==> config.mk <==
export PLATFORM = sky130hd
export DESIGN_NAME = pwl_mul
export DESIGN_NICKNAME = d
export VERILOG_FILES = /design/src/design/pwl_pkg.sv /design/src/design/pwl_mul.sv
export SDC_FILE = /design/constraint.sdc
export NUM_CORES = 1
export LEC_CHECK = 0
export BUFFER_PORTS_ARGS = -buffer_cell sky130_fd_sc_hd__buf_4
export CAP_MARGIN = 25
export CORE_MARGIN = 4
export CORE_UTILIZATION = 50
export DETAILED_ROUTE_END_ITERATION = 16
export PLACE_DENSITY = 0.77
export SKIP_CTS_REPAIR_TIMING = 1
export SYNTH_ARGS = -nofsm -noshare
export SYNTH_HDL_FRONTEND = slang
export SYNTH_SLANG_ARGS = --single-unit
==> constraint.sdc <==
create_clock -name clk_i -period 4.1 [get_ports clk_i]
set_input_delay 0.82 -clock clk_i [delete_from_list [all_inputs] [get_ports clk_i]]
set_output_delay 0.82 -clock clk_i [all_outputs]
set_load 0.01 [all_outputs]
==> src/design/pwl_pkg.sv <==
// Shared widths, codes and types for the piecewise linear table interpolator.
`timescale 1ns / 1ps

package pwl_pkg;

  localparam int unsigned MAX_POINTS = 256;
  localparam int unsigned FRAC_BITS  = 16;
  localparam int unsigned TIME_W     = 32;
  localparam int unsigned VALUE_W    = 32;
  localparam int unsigned IDX_W      = $clog2(MAX_POINTS);
  localparam int unsigned CNT_W      = $clog2(MAX_POINTS + 1);
  localparam int unsigned MUL_W      = VALUE_W + 1;
  localparam int unsigned PROD_W     = 2 * MUL_W;
  localparam int unsigned MUL_CNT_W  = $clog2(MUL_W);
  localparam int unsigned DIV_CNT_W  = $clog2(FRAC_BITS);

  typedef enum logic [1:0] {
    ACT_CLEAR  = 2'd0,
    ACT_APPEND = 2'd1,
    ACT_INTERP = 2'd2,
    ACT_SCALE  = 2'd3
  } action_e;

  typedef enum logic [1:0] {
    ST_OK    = 2'd0,
    ST_EMPTY = 2'd1,
    ST_FULL  = 2'd2,
    ST_ORDER = 2'd3
  } status_e;

endpackage

==> src/design/pwl_mul.sv <==
// Bit-serial signed shift-add multiplier, one multiplier bit per cycle.
`timescale 1ns / 1ps

module pwl_mul (
  input  logic                              clk_i,
  input  logic                              rst_ni,
  input  logic                              start_i,
  input  logic signed [pwl_pkg::MUL_W-1:0]  a_i,
  input  logic signed [pwl_pkg::MUL_W-1:0]  b_i,
  output logic                              done_o,
  output logic signed [pwl_pkg::PROD_W-1:0] prod_o
);

  logic                               busy_q;
  logic                               done_q;
  logic [pwl_pkg::MUL_CNT_W-1:0]      cnt_q;
  logic signed [pwl_pkg::MUL_W:0]     mcand_q;
  logic signed [pwl_pkg::MUL_W:0]     hi_q;
  logic [pwl_pkg::MUL_W-1:0]          lo_q;
  logic                               last;
  logic signed [pwl_pkg::MUL_W:0]     addend;
  logic signed [pwl_pkg::MUL_W:0]     sum;

  assign last = cnt_q == pwl_pkg::MUL_CNT_W'(pwl_pkg::MUL_W - 1);

  // sign bit of the multiplier carries negative weight: subtract there
  always_comb begin
    if (!lo_q[0]) begin
      addend = '0;
    end else if (last) begin
      addend = -mcand_q;
    end else begin
      addend = mcand_q;
    end
    sum = hi_q + addend;
  end

  always_ff @(posedge clk_i or negedge rst_ni) begin
    if (!rst_ni) begin
      busy_q <= 1'b0;
      done_q <= 1'b0;
      cnt_q  <= '0;
    end else begin
      done_q <= 1'b0;
      if (start_i) begin
        busy_q <= 1'b1;
        cnt_q  <= '0;
      end else if (busy_q) begin
        cnt_q <= cnt_q + 1'b1;
        if (last) begin
          busy_q <= 1'b0;
          done_q <= 1'b1;
        end
      end
    end
  end

  always_ff @(posedge clk_i) begin
    if (start_i) begin
      mcand_q <= {a_i[pwl_pkg::MUL_W-1], a_i};
      hi_q    <= '0;
      lo_q    <= b_i;
    end else if (busy_q) begin
      hi_q <= {sum[pwl_pkg::MUL_W], sum[pwl_pkg::MUL_W:1]};
      lo_q <= {sum[0], lo_q[pwl_pkg::MUL_W-1:1]};
    end
  end

  assign done_o = done_q;
  assign prod_o = {hi_q[pwl_pkg::MUL_W-1:0], lo_q};

endmodule

==> results_dict.tcl <==
set metrics [dict create \
    critPathRequiredTime_ps 4350 \
    synth_fp_nets 766 \
    antenna_cells 0 \
    die_h_um 123.7 \
    fmax_mhz 250.6 \
    netlist_area_sq_um 6693 \
    grt_pass1_wl_um 27500 \
    drv_cap 0 \
    hold_viol 0 \
    rows 42 \
    cts_sinks 107 \
    slew_headroom_pct 53.88 \
    root_buffer "clkbuf_16" \
    p_leak_nw 3.807 \
    synth.distinct_cells 72 \
    ys.flop_type "edfxtp_1" \
    p_comb_share_pct 36.6 \
    routedWlPerCell_um 17.57 \
    max_stage_delay_ps 440 \
    p_switching_mw 1.244 \
    finalCritPeriodShare_pct 97.32 \
    synthArstFlopShare_pct 7.477 \
    die_x_um 123.7 \
    coreArea_sq_um 13190 \
    cp_common_cell "o21ai_1" \
    grt_max_degree 47 \
    switching_share_pct 34.05 \
    setup_violations 0 \
    dpl_cell_area_sq_um 8202 \
    clockBufferDepth 2 \
    cts_buffers 9 \
    reg2regPathDepth 16 \
    viasPerCell 5.676 \
    drtPass1Iterations 7 \
    io-pin-count 136 \
    drt_iter0_markers 401 \
    hpwl_um 13490 \
    syn_inst 660 \
    area_growth_pct 29.41 \
    holdWs_ps 276.9 \
    track_usage_pct 23.12 \
    yosysWarningCount 0 \
    final_layout_size_suffix_gt1_share_pct 34.21 \
    via_count 5744 \
    fin_ws_ps 109.8 \
    path_cells "or3_4 > nor4_4 > nand3_1 > or2_4 > o31a_1 > xor2_1 > and2_4 > ha_4 > a21o_1 > o21bai_2 > a2111oi_2 > o21ai_1 > o21ai_1 > o41ai_2 > mux2_2 > mux2_4" \
    crit_path_start "mcand_q[4]$_DFFE_PP_" \
    start_kind "register" \
    rsz0062_at_grt "true" \
    overflow 0 \
    grt_pass1_vias 5508 \
    crit_path_max_fanout 5 \
    drc 0 \
    p_int_mw 2.411 \
    postRouteAntennaNets 0 \
    power_density_nw_per_um2 422.0 \
    p_clk_share_pct 23.0 \
    synth-edff-count 66 \
    initial_core_util_pct 50.74 \
    r2r_start "mcand_q[4]$_DFFE_PP_" \
    antenna_found_initial 0 \
    place_inst 994 \
    numPortBuffers 135 \
    clock_latency_ps 350 \
    synth-seq-cells 107 \
    status "finished, final reports clean" \
    irDropWorstVdd_v 0.0002701 \
    crit_type "register to register" \
    r2r-end "hi_q[32]$_SDFFE_PP0P_" \
    final_util_pct 65.66 \
    critPathArrivalTime_ps 4240 \
    pre_cts_ws_ps -70.58 \
    h-tree-depth 3 \
    fin_nets 937 \
    drv_slew 0 \
    fillCellCount 1019 \
    place_congestion 0.9442 \
    crit_slowest_cell "or3_4" \
    yosysSeqAreaShare_pct 42.48 \
    rrSetupSlack_ps 110 \
    finalCriticalPeriod_ps 3990 \
    finalNonFillerCells 1012 \
    skew_ps 7.630 \
    design.die.area_sq_um 15300 \
    clk_pin_slew_ps 80 \
    cp-end-kind "register" \
    routed_wl_um 17780 \
    cts_tree "built" \
    seqPwrFrac_pct 40.3 \
    synth_area_per_cell_sq_um 10.14 \
    worstMarginPinSlew_ps 691.8 \
    design_area_sq_um 8661 \
    holdCritPathClass "input port to async pin" \
]
==> sequential cells by signal, summed over array words and instances (netlist names) <==
signal,flops
hi_q,33
lo_q,33
mcand_q,33
cnt_q,6
busy_q,1
done_o,1
==> area by class of cell <==
cell class	instances	area [sq um]	share of cell area, %
Timing Repair Buffer	190	1426	16.47
Sequential cell	107	2843	32.82
Multi-Input combinational cell	508	3840	44.34
Clock buffer	10	229.0	2.644
Inverter	15	56.30	0.6501
Tap cell	176	220.2	2.543
Clock inverter	6	46.29	0.5345
==> power groups by stage <==
stage | Sequential [mW] | Combinational, mW | Clock, mW
final | 1.47 | 1.34 | 0.842
after global routing | 1.49 | 1.47 | 0.893
after CTS | 1.46 | 1.27 | 0.864
after detailed placement | 1.48 | 1.26 | 0
after global placement | 1.48 | 1.23 | 0
after floorplan | 1.50 | 0.696 | 0
==> kinds of logic (layout without fill, tap and decap cells) <==
| group | after synthesis | count (layout) | synth area share, % |
|---|---|---|---|
| flip-flops | 107 | 107 | 42.48 |
| AND/OR/NAND/NOR | 214 | 214 | 17.52 |
| buffers and inverters | 45 | 221 | 2.898 |
| XOR/XNOR | 52 | 52 | 6.805 |
| adder cells (fa/ha/maj) | 37 | 37 | 7.029 |
| multiplexers | 51 | 51 | 8.338 |
| AO/OA/AOI/OAI | 154 | 154 | 14.94 |
==> how the worst max path moves through the flow <==
stage / end / slack (ps) / cells past startpoint
after floorplan: hi_q[32]$_SDFFE_PP0P_ / -40 / 17
after global placement: hi_q[32]$_SDFFE_PP0P_ / 3 / 18
after detailed placement: hi_q[32]$_SDFFE_PP0P_ / -70 / 18
after CTS: hi_q[32]$_SDFFE_PP0P_ / -90 / 18
after global routing: hi_q[32]$_SDFFE_PP0P_ / -80 / 16
final: hi_q[32]$_SDFFE_PP0P_ / 110 / 16
==> per-layer routing <==
| layer | wire (um) | global-route usage, % | up-vias |
|---|---|---|---|
| li1 | - | - | 2768 |
| met1 | 7645 | 30.64 | 2723 |
| met2 | 8244 | 36.87 | 227 |
| met3 | 1606 | 6.494 | 26 |
| met4 | 282 | 7.128 | 0 |
| met5 | 0 | 0 | - |
==> synthesized netlist by cell type, drive strengths merged (7+ instances only) <==
cell    number  area [sq um]
nand3       11         55.05
nand4        9         56.30
xor2        21         183.9
dfrtp        8         200.2
a21oi       41         209.0
ha          36         450.4
nand2       42         157.7
a21o        13         97.59
mux2i       16         160.2
xnor2       31         271.5
mux2        35         397.9
inv         15         56.30
dfxtp       33         660.6
o31ai        7         52.55
nor3        13         80.08
edfxtp      66          1982
o21ai       42         210.2
nor2b        8         50.05
or3         15         110.1
clkbuf      26         107.6
and2        31         195.2
nor2        55         206.5
==> cells in the final DEF (no fill, tap or decap), drive strengths merged, types with 5 or more instances in the layout <==
master and n:
nand3 11, dfxtp 33, o21bai 6, nand2 42
a21oi 41, buf 190, mux2 35, xnor2 31
or3 15, nor2 55, a211oi 5, edfxtp 66
ha 36, o31ai 7, nand4 9, and2 31
o21a 6, nor2b 8, a21o 13, inv 18
xor2 21, o21ai 42, clkbuf 10, mux2i 16
a21boi 6, nor3 13, nand2b 5, dfrtp 8
==> worst max-delay path: cells and delay by family (launching register included) <==
family | cells | cell delay [ps]
AOI/OAI and AO/OA | 7 | 1260
and+or+nand+nor | 5 | 1320
muxes | 2 | 580
adders and majority gates | 1 | 210
DFF | 1 | 390
xor gates and xnor gates | 1 | 140
==> per-stage QoR <==
stage               TNS, ps  power (mW)
floorplan            -36.21       2.195
global placement          0       2.711
detailed placement   -70.58       2.746
CTS                  -92.37       3.595
global route         -146.0       3.850
finish                    0       3.655
(Power assumes the default switching activity.)
