File: config.mk
export PLATFORM = sky130hd
export DESIGN_NAME = pwl_div
export DESIGN_NICKNAME = d
export VERILOG_FILES = /design/src/design/pwl_pkg.sv /design/src/design/pwl_div.sv
export SDC_FILE = /design/constraint.sdc
export NUM_CORES = 1
export LEC_CHECK = 0
export BUFFER_PORTS_ARGS = -buffer_cell sky130_fd_sc_hd__buf_2
export CAP_MARGIN = 40
export CORE_ASPECT_RATIO = 1.25
export CORE_MARGIN = 4
export CORE_UTILIZATION = 45
export DETAILED_ROUTE_END_ITERATION = 8
export PLACE_DENSITY = 0.66
export RECOVER_POWER = 50
export SYNTH_ARGS = -nofsm -noshare
export SYNTH_HDL_FRONTEND = slang
export SYNTH_SLANG_ARGS = --single-unit
File: constraint.sdc
create_clock -name clk_i -period 6.9 [get_ports clk_i]
set_input_delay 0.345 -clock clk_i [delete_from_list [all_inputs] [get_ports clk_i]]
set_output_delay 0.345 -clock clk_i [all_outputs]
set_load 0.02 [all_outputs]
File: src/design/pwl_pkg.sv
// Shared widths, codes and types for the piecewise linear table interpolator.
`timescale 1ns / 1ps

package pwl_pkg;

  localparam int unsigned MAX_POINTS = 256;
  localparam int unsigned FRAC_BITS  = 16;
  localparam int unsigned TIME_W     = 32;
  localparam int unsigned VALUE_W    = 32;
  localparam int unsigned IDX_W      = $clog2(MAX_POINTS);
  localparam int unsigned CNT_W      = $clog2(MAX_POINTS + 1);
  localparam int unsigned MUL_W      = VALUE_W + 1;
  localparam int unsigned PROD_W     = 2 * MUL_W;
  localparam int unsigned MUL_CNT_W  = $clog2(MUL_W);
  localparam int unsigned DIV_CNT_W  = $clog2(FRAC_BITS);

  typedef enum logic [1:0] {
    ACT_CLEAR  = 2'd0,
    ACT_APPEND = 2'd1,
    ACT_INTERP = 2'd2,
    ACT_SCALE  = 2'd3
  } action_e;

  typedef enum logic [1:0] {
    ST_OK    = 2'd0,
    ST_EMPTY = 2'd1,
    ST_FULL  = 2'd2,
    ST_ORDER = 2'd3
  } status_e;

endpackage

File: src/design/pwl_div.sv
// Bit-serial restoring divider that produces the segment fraction.
`timescale 1ns / 1ps

module pwl_div (
  input  logic                              clk_i,
  input  logic                              rst_ni,
  input  logic                              start_i,
  input  logic [pwl_pkg::TIME_W-1:0]        num_i,
  input  logic [pwl_pkg::TIME_W-1:0]        den_i,
  output logic                              done_o,
  output logic [pwl_pkg::FRAC_BITS-1:0]     quo_o
);

  logic                               busy_q;
  logic                               done_q;
  logic [pwl_pkg::DIV_CNT_W-1:0]      cnt_q;
  logic [pwl_pkg::TIME_W-1:0]         rem_q;
  logic [pwl_pkg::TIME_W-1:0]         den_q;
  logic [pwl_pkg::FRAC_BITS-1:0]      quo_q;
  logic [pwl_pkg::TIME_W:0]           shifted;
  logic                               fits;
  logic [pwl_pkg::TIME_W:0]           diff;

  // remainder stays below the divisor, so one quotient bit per cycle
  assign shifted = {rem_q, 1'b0};
  assign fits    = shifted >= {1'b0, den_q};
  assign diff    = shifted - {1'b0, den_q};

  always_ff @(posedge clk_i or negedge rst_ni) begin
    if (!rst_ni) begin
      busy_q <= 1'b0;
      done_q <= 1'b0;
      cnt_q  <= '0;
    end else begin
      done_q <= 1'b0;
      if (start_i) begin
        busy_q <= 1'b1;
        cnt_q  <= '0;
      end else if (busy_q) begin
        cnt_q <= cnt_q + 1'b1;
        if (cnt_q == pwl_pkg::DIV_CNT_W'(pwl_pkg::FRAC_BITS - 1)) begin
          busy_q <= 1'b0;
          done_q <= 1'b1;
        end
      end
    end
  end

  always_ff @(posedge clk_i) begin
    if (start_i) begin
      rem_q <= num_i;
      den_q <= den_i;
      quo_q <= '0;
    end else if (busy_q) begin
      rem_q <= fits ? diff[pwl_pkg::TIME_W-1:0] : shifted[pwl_pkg::TIME_W-1:0];
      quo_q <= {quo_q[pwl_pkg::FRAC_BITS-2:0], fits};
    end
  end

  assign done_o = done_q;
  assign quo_o  = quo_q;

endmodule

==> flow_summary.toml, run 1 <==
[logic_synthesis]
yosysTopAreaCellShare = 0.372
yosysWarnings = 0
yosys-top-cells-count = "edfxtp_1 (64), nor2_1 (62), a21oi_1 (53), mux2i_1 (44), inv_1 (40)"
yosysSeqAreaShare = 0.463
syn_area_per_cell_um2 = 10.2
async_flop_share = 0.0698
syn_nets = 608
synth_edf_count = 64
synthesis.area_um2 = 5170
synthTopCellsByArea = "edfxtp_1 (37%), mux2i_1 (8.5%), ha_1 (8.0%)"
synth_cells = 507
netlist.top_cell.by_area = "edfxtp_1"
ys_ff_latch = 86
yosysMostFrequentCell = "edfxtp_1"
synth.distinct_cells = 59
dominantRegCellSynth = "edfxtp_1"

[critical_path]
critPathKind = "register to register"
r2r_slack_ns = 3.37
cp_num_buf_inv = 1
required_ns = 6.98
r2r-start = "rem_q[15]"
reg2reg_depth = 11
critPathCaptureType = "register"
critPathArrivalTime_ns = 3.61
critPathSlowestCell = "ha_1"
cp_cell_sequence = "ha_1, nand4_1, nor2_1, nor4_1, o31ai_1, a21oi_2, o21a_2, o31ai_4, buf_4, nor4b_1, nor3_1"
reg2reg_to = "rem_q[31]"
critPathMaxFanout = 26
slowest_delay_ns = 0.45
startpoint_type = "register"
crit_family = "compound AO/OA/AOI/OAI gates"

[cells_and_area]
fin_cells = 727
fillCellCount = 1033
insertedDiodeCount = 0
drive_gt1_frac = 0.160
ff_latch_area_um2 = 2390
nets = 688
multiInputGateArea_um2 = 2500
final_area_um2 = 5960
syn_to_final_growth_pct = 15.2
utilization = 0.532

[status]
status = "finished, violations left"
violations = "capacitance limit, slew limit"

[route]
post_drt_via_cell_ratio = 5.45
avgRoutedWirePerCell_um = 15.5
antenna_left = 0
finalWirelength_um = 11300
drt_iter0_markers = 161
route.met3.wl_um = 508
top_layer = "met4"
met2_length_um = 5540
drc = 0
wl_met1_um = 4980
dr.pass1.iters = 4
num_vias = 3959

[worst_hold_path]
hold_path_depth = 1
hold_end = "den_q[28]"
hold_start = "den_i[28]"
hold_path_class = "primary input to register"

[timing]
relSlewSlack = -0.675
rsz0062_at_grt = "no"
tightest_slew_ns = 2.51
skew_ns = 0.00711
hold_viol = 0
fin_setup_tns_ns = 0
slew_viol_final = 53
fmax_mhz = 284
finalCritPeriodShare = 0.511
fin_crit_ns = 3.53
setup_viol = 0

[power]
ir_drop_v = 0.000152
powerDensity_nw_per_um2 = 419
p_leak_nw = 2.74
p_total_mw = 2.50

[floorplan]
row_count = 43
coreArea_um2 = 11200
die_w_um = 104
die_h_um = 128
pin_count = 84
dieArea_um2 = 13300
start_util = 0.462

[global_routing]
groute.usage.overall = 0.178
grt_pass1_wl_um = 19300
grt_antenna_before_repair = 0
grt_pass1_vias = 4115
grt_max_degree = 53
grt-ovfl-total = 0

[clock_tree]
clk_latency_ns = 0.34
clk_pin_slew_worst_paths_ns = 0.07
clock_path_buffers = 2
numCtsBuffers = 9
cts_resized = 0
cts_tree = "yes"
numClockSinks = 86
cts_max_level = 3
clock-root-buffer = "clkbuf_16"

[placed_design]
place_inst = 710
finalWeightedCongestion = 0.935
dp_hpwl_um = 8440
dpl-instance-area_um2 = 5710
portBuffers = 83

[job]
max-cap-violations = 1
[timing repair]
action,4_1_cts,5_1_grt
hold endpoints to repair,6,0
buffers inserted,0,0
hold buffers,1,0
[stage by stage]
step / setup WS, ns / hold WS, ns
5_1_grt: 3.07 / 0.160
6_report: 3.37 / 0.170
3_5_place_dp: 3.44 / 0.178
4_1_cts: 3.39 / 0.157
2_1_floorplan: 4.21 / 0.0494
3_3_place_gp: 3.14 / 0.169
[per-layer routing]
layer | global-route usage | up-vias
met2 | 0.305 | 92
met4 | 0.0720 | 0
met3 | 0.0398 | 23
li1 | - | 1987
met5 | 0 | -
met1 | 0.219 | 1857
[power breakdown]
group          switching [mW]  internal [mW]  total, mW  leakage, nW
sequential             0.0679          0.707      0.775        0.851
combinational           0.696          0.547       1.24         1.75
clock                   0.225          0.254      0.479        0.145
total                   0.988           1.51       2.50         2.74
[cells by family after synthesis]
logic type	synth area share
multiplexers	0.0874
adder cells (fa/ha/maj)	0.0838
XOR/XNOR	0.0508
AND/OR/NAND/NOR	0.125
buffers and inverters	0.0525
AO/OA/AOI/OAI	0.138
flip-flops	0.463
[cells in the final DEF, fill, tap and decap left out, drive strengths merged, types with 5 or more instances in the layout]
master and n:
a21o 5, a21oi 55, and4 5, buf 67, clkbuf 30, dfrtp 6, dfxtp 16, edfxtp 64
ha 33, inv 47, mux2i 44, nand2 33, nand3 5, nand4 6, nor2 62, nor3 5
o21a 6, o21ai 15, xnor2 16, xor2 14
[flip-flops by register name, indices dropped and copies added, names as in the netlist]
name and count:
busy_q 1, cnt_q 4, den_q 32, done_o 1, quo_o 16, rem_q 32
[how the worst max path moves through the flow]
stage              start   endpoint  cells after the start
6_report       rem_q[15]  rem_q[31]                     11
5_1_grt          start_i  rem_q[29]                      4
4_1_cts         rem_q[3]  rem_q[31]                     11
3_5_place_dp    rem_q[3]  rem_q[31]                     11
3_3_place_gp    rem_q[3]   rem_q[1]                     11
2_1_floorplan  rem_q[15]  rem_q[22]                     13
[final cells by class]
class | count | area share
multi-input cells | 360 | 0.421
flip-flops and latches | 86 | 0.402
repair buffers | 89 | 0.0752
clock buffers | 9 | 0.0378
well taps | 135 | 0.0284
inverters | 41 | 0.0258
clock inverters | 7 | 0.0105
Power figures use the tool's default switching activity.
==> inputs of run 2 (changes only) <==
Settings changed: ABC_AREA from default to 1, PLACE_DENSITY 0.66 to 0.67.
Clock period 6.9 ns to 3 ns, I/O delays scaled along.
==> run 2 against run 1 <==
Against the previous run:
- the run now ends clean
- final area increased by 26%
- flip-flop and latch count unchanged
- die area increased by 20%
- critical path type unchanged
- highest routed layer unchanged
==> flow_summary.toml, run 2 <==
[clock_tree]
cts_setup_buffers = 0
clk_latency_ns = 0.35
clock-root-buffer = "clkbuf_16"
clk_pin_slew_worst_paths_ns = 0.08
numClockSinks = 86
cts_resized = 0
holdBufCountCts = 33
clock_path_buffers = 2
cts_max_level = 3
cts_tree = "yes"
numCtsBuffers = 9

[critical_path]
critPathKind = "register to register"
required_ns = 3.11
startpoint_type = "register"
reg2reg_to = "rem_q[25]"
worstSetupStartpoint = "rem_q[11]"
reg2reg_depth = 16
critPathCaptureType = "register"
r2r_slack_ns = 0.44
endpoint = "rem_q[25]"
critPathArrivalTime_ns = 2.67
r2r-start = "rem_q[11]"
critPathMaxFanout = 13

[logic_synthesis]
ys_ff_latch = 86
synth.distinct_cells = 37
syn_area_per_cell_um2 = 7.01
yosysMostFrequentCell = "nand2_1"
dominantRegCellSynth = "edfxtp_1"
yosysTopAreaCellShare = 0.305
syn_nets = 1000
yosysWarnings = 0
synth_cells = 899
netlist.top_cell.by_area = "edfxtp_1"
synth_edf_count = 64
synthesis.area_um2 = 6300
yosysSeqAreaShare = 0.380
synthTopCellsByArea = "edfxtp_1 (30%), nand2_1 (20%), inv_1 (11%)"
async_flop_share = 0.0698
yosys-top-cells-count = "nand2_1 (331), inv_1 (185), nand3_1 (66), edfxtp_1 (64), nor2_1 (44)"

[route]
dr.pass1.iters = 4
met2_length_um = 8430
top_layer = "met4"
antenna_left = 0
post_drt_via_cell_ratio = 4.77
num_vias = 5706
avgRoutedWirePerCell_um = 13.8
drt_iter0_markers = 249
route.met3.wl_um = 572
finalWirelength_um = 16500
wl_met1_um = 7080
drc = 0

[placed_design]
dp_slack_ns = 0.472
dp_hpwl_um = 12600
finalWeightedCongestion = 1.00
portBuffers = 83
dpl-instance-area_um2 = 6890

[floorplan]
row_count = 48
dieArea_um2 = 16000
start_util = 0.458
die_w_um = 114
pin_count = 84
die_h_um = 140
coreArea_um2 = 13800

[cells_and_area]
final_area_um2 = 7500
drive_gt1_frac = 0.119
insertedDiodeCount = 0
multiInputGateArea_um2 = 3080
utilization = 0.545
final_cell_mix = "nand2_1 (330), inv_1 (185), buf_2 (69)"
final_common_cell = "nand2_1"
fillCellCount = 1380
ff_latch_area_um2 = 2390
syn_to_final_growth_pct = 19.0
nets = 1116

[timing]
finalCritPeriodShare = 0.853
rsz0062_at_grt = "no"
slew_viol_final = 0
tightest_slew_ns = 1.44
hold_viol = 0
setup_viol = 0
fin_crit_ns = 2.56
relSlewSlack = 0.0416
fmax_mhz = 391
timing.final.ws_setup_ns = 0.442
skew_ns = 0.0100
fin_setup_tns_ns = 0

[global_routing]
grt_max_degree = 66
grt_antenna_before_repair = 0
grt_pass1_vias = 5849
grt-ovfl-total = 0
groute.usage.overall = 0.214
grt_pass1_wl_um = 27400

[job]
max-cap-violations = 0

[status]
status = "completed"

[power]
p_leak_nw = 3.96
ir_drop_v = 0.000361
powerDensity_nw_per_um2 = 866

[worst_hold_path]
hold_path_class = "primary input to register"
==> run 2: critical path, stage by stage, from the launching register on <==
cell,delay [ns]
edfxtp_1,0.39
ha_1,0.38
nand2_1,0.15
inv_1,0.05
nand2_1,0.06
nand2_1,0.09
nand2_1,0.07
nand2_1,0.08
inv_1,0.08
nand2_1,0.08
nand2_2,0.28
buf_4,0.29
nand3_2,0.07
nand2_1,0.07
clkinv_1,0.07
nand2_1,0.06
nand2_1,0.04
==> run 2: cells by family after synthesis <==
group | after synthesis | synth area share
AO/OA/AOI/OAI | 48 | 0.0435
XOR/XNOR | 14 | 0.0195
buffers and inverters | 207 | 0.132
adder cells (fa/ha/maj) | 34 | 0.0687
AND/OR/NAND/NOR | 510 | 0.357
flip-flops | 86 | 0.380
==> run 2: final cells by class <==
type | instances | area share
repair buffers | 124 | 0.106
inverters | 188 | 0.0941
flip-flops and latches | 86 | 0.319
clock inverters | 7 | 0.0105
clock buffers | 9 | 0.0300
well taps | 175 | 0.0292
multi-input cells | 606 | 0.411
==> run 2: through the flow <==
| step | hold WS, ns | cells | power, mW |
|---|---|---|---|
| 2_1_floorplan | -0.146 | 899 | 4.53 |
| 3_3_place_gp | -0.0139 | 1146 | 5.32 |
| 3_5_place_dp | -0.0147 | 1146 | 5.35 |
| 4_1_cts | 0.0626 | 1195 | 6.54 |
| 5_1_grt | 0.0781 | 1195 | 7.13 |
| 6_report | 0.0691 | 1195 | 6.50 |
==> run 2: worst min-delay path by stage <==
stage                     startpoint   endpoint  slack [ns]  cells past startpoint
after floorplan               rst_ni     busy_q       -0.15                      0
after global placement        rst_ni     done_o       -0.01                      1
after detailed placement      rst_ni     done_o       -0.01                      1
after CTS                  num_i[29]  rem_q[29]        0.06                      3
after global routing       num_i[26]  rem_q[26]        0.08                      3
final                       num_i[2]   rem_q[2]        0.07                      3
==> run 2: power breakdown <==
group | total [mW] | switching [mW] | internal [mW]
Sequential | 1.73 | 0.132 | 1.60
Combinational | 3.63 | 2.29 | 1.34
Clock | 1.13 | 0.541 | 0.591
Total | 6.50 | 2.97 | 3.53
==> run 2: metal layers <==
| layer | GRT usage | up-vias |
|---|---|---|
| met5 | 0 | - |
| met4 | 0.0682 | 0 |
| met3 | 0.0354 | 23 |
| met2 | 0.390 | 85 |
| met1 | 0.254 | 2568 |
| li1 | - | 3030 |
